## src/sv/psr_pkg.sv

```systemverilog
// psr_pkg: shared constants and types for the pi speed regulator
// no dependencies; imported by psr_mul and pi_speed_regulator

package psr_pkg;

   // configuration port
   localparam int CSR_ADDR_W = 5;
   localparam int CSR_DATA_W = 32;

   typedef enum logic [2:0] {
      REG_SPEED_SCALE   = 3'd0,
      REG_SAMPLE_PERIOD = 3'd1,
      REG_PROP_GAIN     = 3'd2,
      REG_INT_GAIN      = 3'd3,
      REG_INT_LIMIT     = 3'd4
   } csr_idx_type;

   localparam logic [15:0] SPEED_SCALE_RST   = 16'd161;
   localparam logic [15:0] SAMPLE_PERIOD_RST = 16'd655;
   localparam logic [14:0] PROP_GAIN_RST     = 15'd0;
   localparam logic [14:0] INT_GAIN_RST      = 15'd0;
   localparam logic [14:0] INT_LIMIT_RST     = 15'd0;

   // shared multiplier: wide signed operand times narrow signed operand
   localparam int MUL_A_W = 34;
   localparam int MUL_B_W = 17;
   localparam int MUL_P_W = MUL_A_W + MUL_B_W;

   // drive shaping in Q.8
   localparam int DRIVE_W = 50;
   localparam int SAT_W   = 17;
   localparam logic signed [DRIVE_W-1:0] DB_THRESH = DRIVE_W'(5 * 256);
   localparam logic signed [DRIVE_W-1:0] DB_COMP   = DRIVE_W'(35 * 256);
   localparam logic signed [DRIVE_W-1:0] DRIVE_MAX = DRIVE_W'(255 * 256);

endpackage

```

## src/sv/psr_mul.sv

```systemverilog
// psr_mul: shared signed multiplier with registered product
// depends on psr_pkg for default operand widths

module psr_mul import psr_pkg::*; #(
   parameter int A_W = MUL_A_W,
   parameter int B_W = MUL_B_W
) (
   input  logic                     clock,
   input  logic signed [A_W-1:0]    mul_a,
   input  logic signed [B_W-1:0]    mul_b,
   output logic signed [A_W+B_W-1:0] prod_ff
);

   logic signed [A_W+B_W-1:0] prod_in;

   assign prod_in = (A_W+B_W)'(mul_a) * (A_W+B_W)'(mul_b);

   always_ff @(posedge clock) begin
      prod_ff <= prod_in;
   end

endmodule

```

## src/sv/pi_speed_regulator.sv

```systemverilog
// pi_speed_regulator: pi speed loop with clamped integrator and drive shaping
// a request transfer in S_IDLE is followed by 9 sequencer steps, S_SPEED to S_OUT;
// no new request is taken until S_OUT hands its result on, since the four products
// of a tick share one registered multiplier under the sequencer
// the next request is taken while a finished result still waits for transfer
// synchronous active-high reset: registers to reset values, integrator zero

module pi_speed_regulator import psr_pkg::*; (
   input  logic                  clock,
   input  logic                  reset,
   // request channel
   input  logic                  req_valid,
   output logic                  req_ready,
   input  logic signed [15:0]    req_target_speed,
   input  logic        [15:0]    req_count_now,
   input  logic        [15:0]    req_count_before,
   input  logic                  req_clear_integral,
   // result channel
   output logic                  rsp_valid,
   input  logic                  rsp_ready,
   output logic                  rsp_forward,
   output logic        [7:0]     rsp_duty,
   output logic signed [31:0]    rsp_measured_speed,
   // configuration port
   input  logic                  psel,
   input  logic                  penable,
   input  logic                  pwrite,
   input  logic [CSR_ADDR_W-1:0] paddr,
   input  logic [CSR_DATA_W-1:0] pwdata,
   output logic [CSR_DATA_W-1:0] prdata,
   output logic                  pready
);

   typedef enum logic [3:0] {
      S_IDLE, S_SPEED, S_ERR, S_INC, S_INTEG, S_CLAMP, S_IMUL, S_DRIVE, S_SHAPE, S_OUT
   } state_type;

   localparam int INT_W = 24;
   localparam int ERR_W = 33;
   localparam int INC_W = 34;
   localparam int SUM_W = 35;
   localparam int LIM_W = 25;

   // configuration registers
   logic [15:0] speed_scale_ff;
   logic [15:0] sample_period_ff;
   logic [14:0] prop_gain_ff;
   logic [14:0] int_gain_ff;
   logic [14:0] int_limit_ff;

   csr_idx_type csr_idx;
   logic        csr_wr;

   // sequencer and datapath
   state_type state_ff, state_in;
   logic signed [15:0]        target_ff, dp_in, dp_ff;
   logic                      clear_ff;
   logic signed [31:0]        speed_ff;
   logic signed [ERR_W-1:0]   error_ff, error_in;
   logic signed [INC_W-1:0]   inc_ff, inc_in;
   logic signed [INT_W-1:0]   integ_ff, integ_in, integ_base;
   logic signed [DRIVE_W-1:0] drive_ff, drive_in, drive_db;
   logic signed [SAT_W-1:0]   sat_ff, sat_in;
   logic signed [SUM_W-1:0]   integ_sum, lim_pos, lim_neg;
   logic signed [LIM_W-1:0]   lim_q;
   logic signed [MUL_P_W-1:0] inc_bias;
   logic [SAT_W-1:0]          sat_mag;

   logic signed [MUL_A_W-1:0] mul_a;
   logic signed [MUL_B_W-1:0] mul_b;
   logic signed [MUL_P_W-1:0] mul_p;

   logic                      rsp_valid_ff, rsp_forward_ff, rsp_load;
   logic [7:0]                rsp_duty_ff;
   logic signed [31:0]        rsp_speed_ff;

   // ---------------- configuration port ----------------
   assign pready  = 1'b1;
   assign csr_idx = csr_idx_type'(paddr[CSR_ADDR_W-1:2]);
   assign csr_wr  = psel & penable & pwrite;

   always_ff @(posedge clock) begin
      if (reset) begin
         speed_scale_ff   <= SPEED_SCALE_RST;
         sample_period_ff <= SAMPLE_PERIOD_RST;
         prop_gain_ff     <= PROP_GAIN_RST;
         int_gain_ff      <= INT_GAIN_RST;
         int_limit_ff     <= INT_LIMIT_RST;
      end else if (csr_wr) begin
         unique case (csr_idx)
            REG_SPEED_SCALE:   speed_scale_ff   <= pwdata[15:0];
            REG_SAMPLE_PERIOD: sample_period_ff <= pwdata[15:0];
            REG_PROP_GAIN:     prop_gain_ff     <= pwdata[14:0];
            REG_INT_GAIN:      int_gain_ff      <= pwdata[14:0];
            REG_INT_LIMIT:     int_limit_ff     <= pwdata[14:0];
            default: ;
         endcase
      end
   end

   always_comb begin
      unique case (csr_idx)
         REG_SPEED_SCALE:   prdata = {16'd0, speed_scale_ff};
         REG_SAMPLE_PERIOD: prdata = {16'd0, sample_period_ff};
         REG_PROP_GAIN:     prdata = {17'd0, prop_gain_ff};
         REG_INT_GAIN:      prdata = {17'd0, int_gain_ff};
         REG_INT_LIMIT:     prdata = {17'd0, int_limit_ff};
         default:           prdata = '0;
      endcase
   end

   // ---------------- shared multiplier ----------------
   always_comb begin
      unique case (state_ff)
         S_SPEED: begin
            mul_a = MUL_A_W'(dp_ff);
            mul_b = $signed({1'b0, speed_scale_ff});
         end
         S_INC: begin
            mul_a = MUL_A_W'(error_ff);
            mul_b = $signed({1'b0, sample_period_ff});
         end
         S_INTEG: begin
            mul_a = MUL_A_W'(error_ff);
            mul_b = $signed({2'b00, prop_gain_ff});
         end
         S_IMUL: begin
            mul_a = MUL_A_W'(integ_ff);
            mul_b = $signed({2'b00, int_gain_ff});
         end
         default: begin
            mul_a = '0;
            mul_b = '0;
         end
      endcase
   end

   psr_mul #(
      .A_W (MUL_A_W),
      .B_W (MUL_B_W)
   ) u_mul (
      .clock   (clock),
      .mul_a   (mul_a),
      .mul_b   (mul_b),
      .prod_ff (mul_p)
   );

   // ---------------- datapath next values ----------------
   assign dp_in    = $signed(req_count_now - req_count_before);
   assign error_in = ERR_W'(target_ff) - ERR_W'($signed(mul_p[31:0]));

   // divide by 2^16 rounding toward zero
   assign inc_bias = mul_p + $signed({{(MUL_P_W-16){1'b0}}, {16{mul_p[MUL_P_W-1]}}});
   assign inc_in   = inc_bias[INC_W+15:16];

   assign lim_q      = $signed({2'b00, int_limit_ff, 8'd0});
   assign lim_pos    = SUM_W'(lim_q);
   assign lim_neg    = -lim_pos;
   assign integ_base = clear_ff ? '0 : integ_ff;
   assign integ_sum  = SUM_W'(integ_base) + SUM_W'(inc_ff);

   always_comb begin
      if (integ_sum > lim_pos) begin
         integ_in = lim_pos[INT_W-1:0];
      end else if (integ_sum < lim_neg) begin
         integ_in = lim_neg[INT_W-1:0];
      end else begin
         integ_in = integ_sum[INT_W-1:0];
      end
   end

   assign drive_in = drive_ff + mul_p[DRIVE_W-1:0];

   // deadband compensation folded with saturation
   always_comb begin
      if (drive_ff > DB_THRESH) begin
         drive_db = (drive_ff > DRIVE_MAX - DB_COMP) ? DRIVE_MAX : drive_ff + DB_COMP;
      end else if (drive_ff < -DB_THRESH) begin
         drive_db = (drive_ff < DB_COMP - DRIVE_MAX) ? -DRIVE_MAX : drive_ff - DB_COMP;
      end else begin
         drive_db = drive_ff;
      end
   end
   assign sat_in  = drive_db[SAT_W-1:0];
   assign sat_mag = sat_ff[SAT_W-1] ? SAT_W'(-sat_ff) : SAT_W'(sat_ff);

   always_ff @(posedge clock) begin
      case (state_ff)
         S_IDLE: begin
            target_ff <= req_target_speed;
            dp_ff     <= dp_in;
            clear_ff  <= req_clear_integral;
         end
         S_ERR: begin
            speed_ff <= mul_p[31:0];
            error_ff <= error_in;
         end
         S_INTEG: inc_ff   <= inc_in;
         S_CLAMP: drive_ff <= mul_p[DRIVE_W-1:0];
         S_DRIVE: drive_ff <= drive_in;
         S_SHAPE: sat_ff   <= sat_in;
         default: ;
      endcase
   end

   // ---------------- sequencer ----------------
   assign req_ready = (state_ff == S_IDLE);
   assign rsp_load  = (state_ff == S_OUT) && (!rsp_valid_ff || rsp_ready);

   always_comb begin
      unique case (state_ff)
         S_IDLE:  state_in = req_valid ? S_SPEED : S_IDLE;
         S_SPEED: state_in = S_ERR;
         S_ERR:   state_in = S_INC;
         S_INC:   state_in = S_INTEG;
         S_INTEG: state_in = S_CLAMP;
         S_CLAMP: state_in = S_IMUL;
         S_IMUL:  state_in = S_DRIVE;
         S_DRIVE: state_in = S_SHAPE;
         S_SHAPE: state_in = S_OUT;
         S_OUT:   state_in = rsp_load ? S_IDLE : S_OUT;
         default: state_in = S_IDLE;
      endcase
   end

   always_ff @(posedge clock) begin
      if (reset) begin
         state_ff     <= S_IDLE;
         rsp_valid_ff <= 1'b0;
         integ_ff     <= '0;
      end else begin
         state_ff <= state_in;
         if (state_ff == S_CLAMP) begin
            integ_ff <= integ_in;
         end
         if (rsp_load) begin
            rsp_valid_ff   <= 1'b1;
            // truncated drive is non-negative unless at or below -1.0
            rsp_forward_ff <= (sat_ff > -SAT_W'(256));
            rsp_duty_ff    <= sat_mag[15:8];
            rsp_speed_ff   <= speed_ff;
         end else if (rsp_ready) begin
            rsp_valid_ff <= 1'b0;
         end
      end
   end

   assign rsp_valid          = rsp_valid_ff;
   assign rsp_forward        = rsp_forward_ff;
   assign rsp_duty           = rsp_duty_ff;
   assign rsp_measured_speed = rsp_speed_ff;

   // ---------------- assertions ----------------
   a_busy_after_transfer: assert property (@(posedge clock) disable iff (reset)
      (req_valid && req_ready) |=> !req_ready)
      else $error("request taken while a tick is in progress");

   a_integ_clamped: assert property (@(posedge clock) disable iff (reset)
      (state_ff == S_IMUL) |-> (LIM_W'(integ_ff) <= lim_q && LIM_W'(integ_ff) >= -lim_q))
      else $error("integrator outside its clamp");

   a_drive_saturated: assert property (@(posedge clock) disable iff (reset)
      (state_ff == S_OUT) |-> (DRIVE_W'(sat_ff) <= DRIVE_MAX && DRIVE_W'(sat_ff) >= -DRIVE_MAX))
      else $error("shaped drive beyond saturation");

   a_reverse_has_duty: assert property (@(posedge clock) disable iff (reset)
      (rsp_valid && !rsp_forward) |-> (rsp_duty != 8'd0))
      else $error("reverse direction with zero duty");

endmodule
```

## config.mk

```make
export PLATFORM = sky130hd
export DESIGN_NAME = pi_speed_regulator
export DESIGN_NICKNAME = d
export VERILOG_FILES = /design/src/sv/psr_pkg.sv /design/src/sv/psr_mul.sv /design/src/sv/pi_speed_regulator.sv
export SDC_FILE = /design/constraint.sdc
export NUM_CORES = 2
export LEC_CHECK = 0
export BUFFER_PORTS_ARGS = -buffer_cell sky130_fd_sc_hd__buf_2
export CORE_ASPECT_RATIO = 2
export CORE_MARGIN = 3
export CORE_UTILIZATION = 55
export DETAILED_ROUTE_END_ITERATION = 8
export PLACE_DENSITY = 0.73
export SETUP_SLACK_MARGIN = 0.05
export SYNTH_ARGS = -nofsm -noshare
export SYNTH_HDL_FRONTEND = slang
export SYNTH_SLANG_ARGS = --single-unit
export TNS_END_PERCENT = 100
```

## constraint.sdc

```tcl
create_clock -name clock -period 9.1 [get_ports clock]
set_clock_uncertainty 0.2 [all_clocks]
set_input_delay 1.82 -clock clock [delete_from_list [all_inputs] [get_ports clock]]
set_output_delay 1.82 -clock clock [all_outputs]
set_load 0.02 [all_outputs]
```

==> metrics.md <==
| Metric | Value |
|---|---|
| Synth top cells by count | `748 x inv_1, 640 x nand2_1, 511 x fa_1, 396 x nor2_1, 312 x ha_1` |
| Cell area after synthesis | `42700 µm²` |
| Power Density | `around 120 nW/µm²` |
| Antenna Nets Post-Route | `0` |
| Sequential-to-total area share from yosys stat | `24.2%` |
| Drt drc | `0` |
| Int Power | `3740 µW` |
| Worst slew pin tran | `1.20 ns` |
| Combinational power share | `between 20 and 30%` |
| Max incr delay on CP | `around 0.82 ns` |
| Cells resized by post-CTS repair | `0` |
| Crit end category | `register` |
| Vias in the first global route | `36300` |
| Hold Path Depth | `0` |
| Crit path max fanout | `30` |
| Setup bufs post-CTS | `0` |
| Seq cells post-synth | `397` |
| Outcome | `finished, final reports clean` |
| Switch Pwr | `1960 µW` |
| CTS Buffer Depth | `3` |
| First-pass GRT wire length | `205 mm` |
| Die Height | `around 400 µm` |
| Layout cells sized above 1 | `7.62%` |
| Post-synth top area cell | `fa_1` |
| Power Total | `5690 µW` |
| DP Worst Slack | `0.270 ns` |
| IO buf count | `133` |
| Clock sinks | `about 400` |
| Most common cell in the netlist | `inv_1` |
| Clock power frac | `31.8%` |
| Distinct cell type count after synthesis | `83` |
| DRT iter0 DRCs | `2420` |
| # hold bufs at CTS | `0` |
| Global Route Usage Sum | `33.1%` |
| DR WL/cell | `22.5 µm` |
| Cells on worst reg2reg path | `29` |
| Worst hold path type | `register to register` |
| Fillcell total | `6638` |
| Most common flop cell mapped by yosys | `edfxtp_1` |
| Worst hold slack | `0.220 ns` |
| Post-DP HPWL | `approximately 110 mm` |
| Final WS setup | `0.407 ns` |
| Asr flop ratio synth | `0%` |
| Post-synthesis area per instance | `8.94 µm²` |
| Total gr overflow | `0` |
| LEAKAGE | `about 0.021 µW` |
| Setup violators final | `0` |
| Area growth syn-to-layout | `8.79%` |
| Top post-synthesis cells by area | `fa_1 24%, edfxtp_1 17%, ha_1 9.1%` |
| Routability cong. | `just over 1` |
| Hold Vio Cnt, Final | `0` |
| Buffers & Inverters on Critical Path | `7` |
| Initial Utilization | `55.9%` |
| Final Util | `60.8%` |
| Switching part of the total | `about a third` |
| Clock-pin slew on the worst setup and hold paths | `0.07 ns` |
| Ys Warns | `0` |
| Die area | `81200 µm²` |
| VDD IR-drop max | `115 µV` |
| Min Clock Period, post-route | `8.69 ns` |
| Seq pwr share | `between 30% and 40%` |
| CP dominant cell by count | `fa_1` |
| Slew Viols, Final | `0` |
| Via count | `35400` |
| Row count | `~140` |
| Max Cap Viol | `0` |
| TritonCTS buffer count | `between 40 and 50` |
| RSZ-0062 raised after global routing | `yes` |
| Startpoint Class | `register` |
| Mean number of vias per cell | `5.97` |
| Antenna violations before repair | `3` |
| Largest net degree at the start of global routing | `93` |
| H-tree levels | `2` |
| Crit path max-delay cell type | `a22oi_1` |
| Worst skew pair latency | `around 0.58 ns` |
| Worst slew margin | `19.9%` |
| WP data arrival | `8.93 ns` |
| CTS tree | `done` |
| Nets | `5791` |
| Setup TNS | `0 ns` |
| WP depth | `29` |
| Tcrit/Tclk final | `95.5%` |
| Cells after Synth | `4779` |
| EDFF count, synth | `240` |
| I/O pins | `169` |
| Root buf cell | `clkbuf_16` |
| Yosys top cell area share | `24.0%` |
| Core Box Area | `approximately 76000 µm²` |
| Die extent in x | `203 µm` |
| Final WL | `133 mm` |
| Top Family by Delay on Critical Path | `adder cells` |
| TritonRoute pass-1 iters | `6` |
| Kind of critical path | `register to register` |
| Maximum clock rate | `~120 MHz` |
| WP data required | `9.34 ns` |
## metal layers
layer,global-route usage (%),vias up,part of all wire [%]
li1,-,15900,-
met4,30.0,0,12
met3,4.09,578,5.2
met2,59.4,1450,51
met1,33.3,17400,32
met5,0,-,0
## per-stage QoR
stage | cell area, µm² | cells
after floorplan | 42800 | 4794
after global placement | 45000 | 5847
after detailed placement | 45000 | 5847
after CTS | 46400 | 5923
after global routing | 46500 | 5923
final | 46500 | 5925
## cell families (layout without fill, tap and decap cells)
logic type | Yosys count | in the layout | synth area share, %
compound gates | 844 | 844 | 12.9
flops | 397 | 397 | 24.2
fa+ha+maj | 823 | 823 | 33.1
other cells | 2 | 19 | 0.0176
buf+inv | 968 | 1082 | 8.70
xor+xnor | 213 | 213 | 4.37
mux | 54 | 54 | 1.27
simple gates | 1478 | 1478 | 15.4
## registers in the layout, indices dropped and copies added, names as in the netlist, 8 cells and up
register            cells
prop_gain_ff           15
error_ff               33
rsp_duty                8
sat_ff                 17
int_gain_ff            15
int_limit_ff           15
dp_ff                  16
inc_ff                 34
speed_scale_ff         16
speed_ff               32
target_ff              16
sample_period_ff       16
u_mul.prod_ff          51
drive_ff               50
rsp_measured_speed     32
integ_ff               24
## final timing paths
kind / start / end / slack, ns
min: speed_ff[2] / rsp_measured_speed[2] / 0.22
max: state_ff[0] / u_mul.prod_ff[50] / 0.41
min reg2reg: speed_ff[2] / rsp_measured_speed[2] / 0.22
max reg2reg: state_ff[0] / u_mul.prod_ff[50] / 0.41
## layout by cell type (no fill, tap or decap), drive strengths merged, types with 27 or more instances in the layout
cell type,instances
a211oi,27
nor3,48
ha,312
nand2b,27
o21ai,154
a21o,97
nand3,85
mux2i,52
dfxtp,157
xnor2,143
nor2,396
and3,28
o21a,38
fa,511
nand4,51
clkbuf,54
a22oi,55
o21bai,29
nand2,641
edfxtp,240
buf,256
nor2b,55
xor2,70
nor4,36
a21oi,244
inv,750
and2,51
## power groups by stage
| stage | clock network (µW) | registers [µW] | logic, µW |
|---|---|---|---|
| 5_1_grt | 1910 | 2210 | 1830 |
| 2_1_floorplan | 0 | 2160 | 1120 |
| 3_5_place_dp | 0 | 2240 | 1640 |
| 4_1_cts | 1830 | 2200 | 1650 |
| 6_report | 1810 | 2210 | 1670 |
| 3_3_place_gp | 0 | 2240 | 1610 |
## area by class of cell
cell class	count	area, µm²	share of cell area (%)
inverter	750	2820	6.07
tap	1015	1270	2.73
timing repair buffer	256	1740	3.74
multi-input combinational	3429	28900	62.1
sequential	397	10300	22.3
antenna	2	5.00	0.0108
clock buffer	54	1180	2.54
clock inverter	22	251	0.541
## worst reg2reg max path, delay by kind of cell, from the launching register on
| family | cells | cell delay, ns |
|---|---|---|
| adders and majority gates | 7 | 3.35 |
| AOI/OAI and AO/OA | 7 | 2.10 |
| and+or+nand+nor | 7 | 1.31 |
| buffers and inverters | 7 | 1.02 |
| DFF | 1 | 0.32 |
| xor gates and xnor gates | 1 | 0.26 |
(Power assumes the default switching activity.)
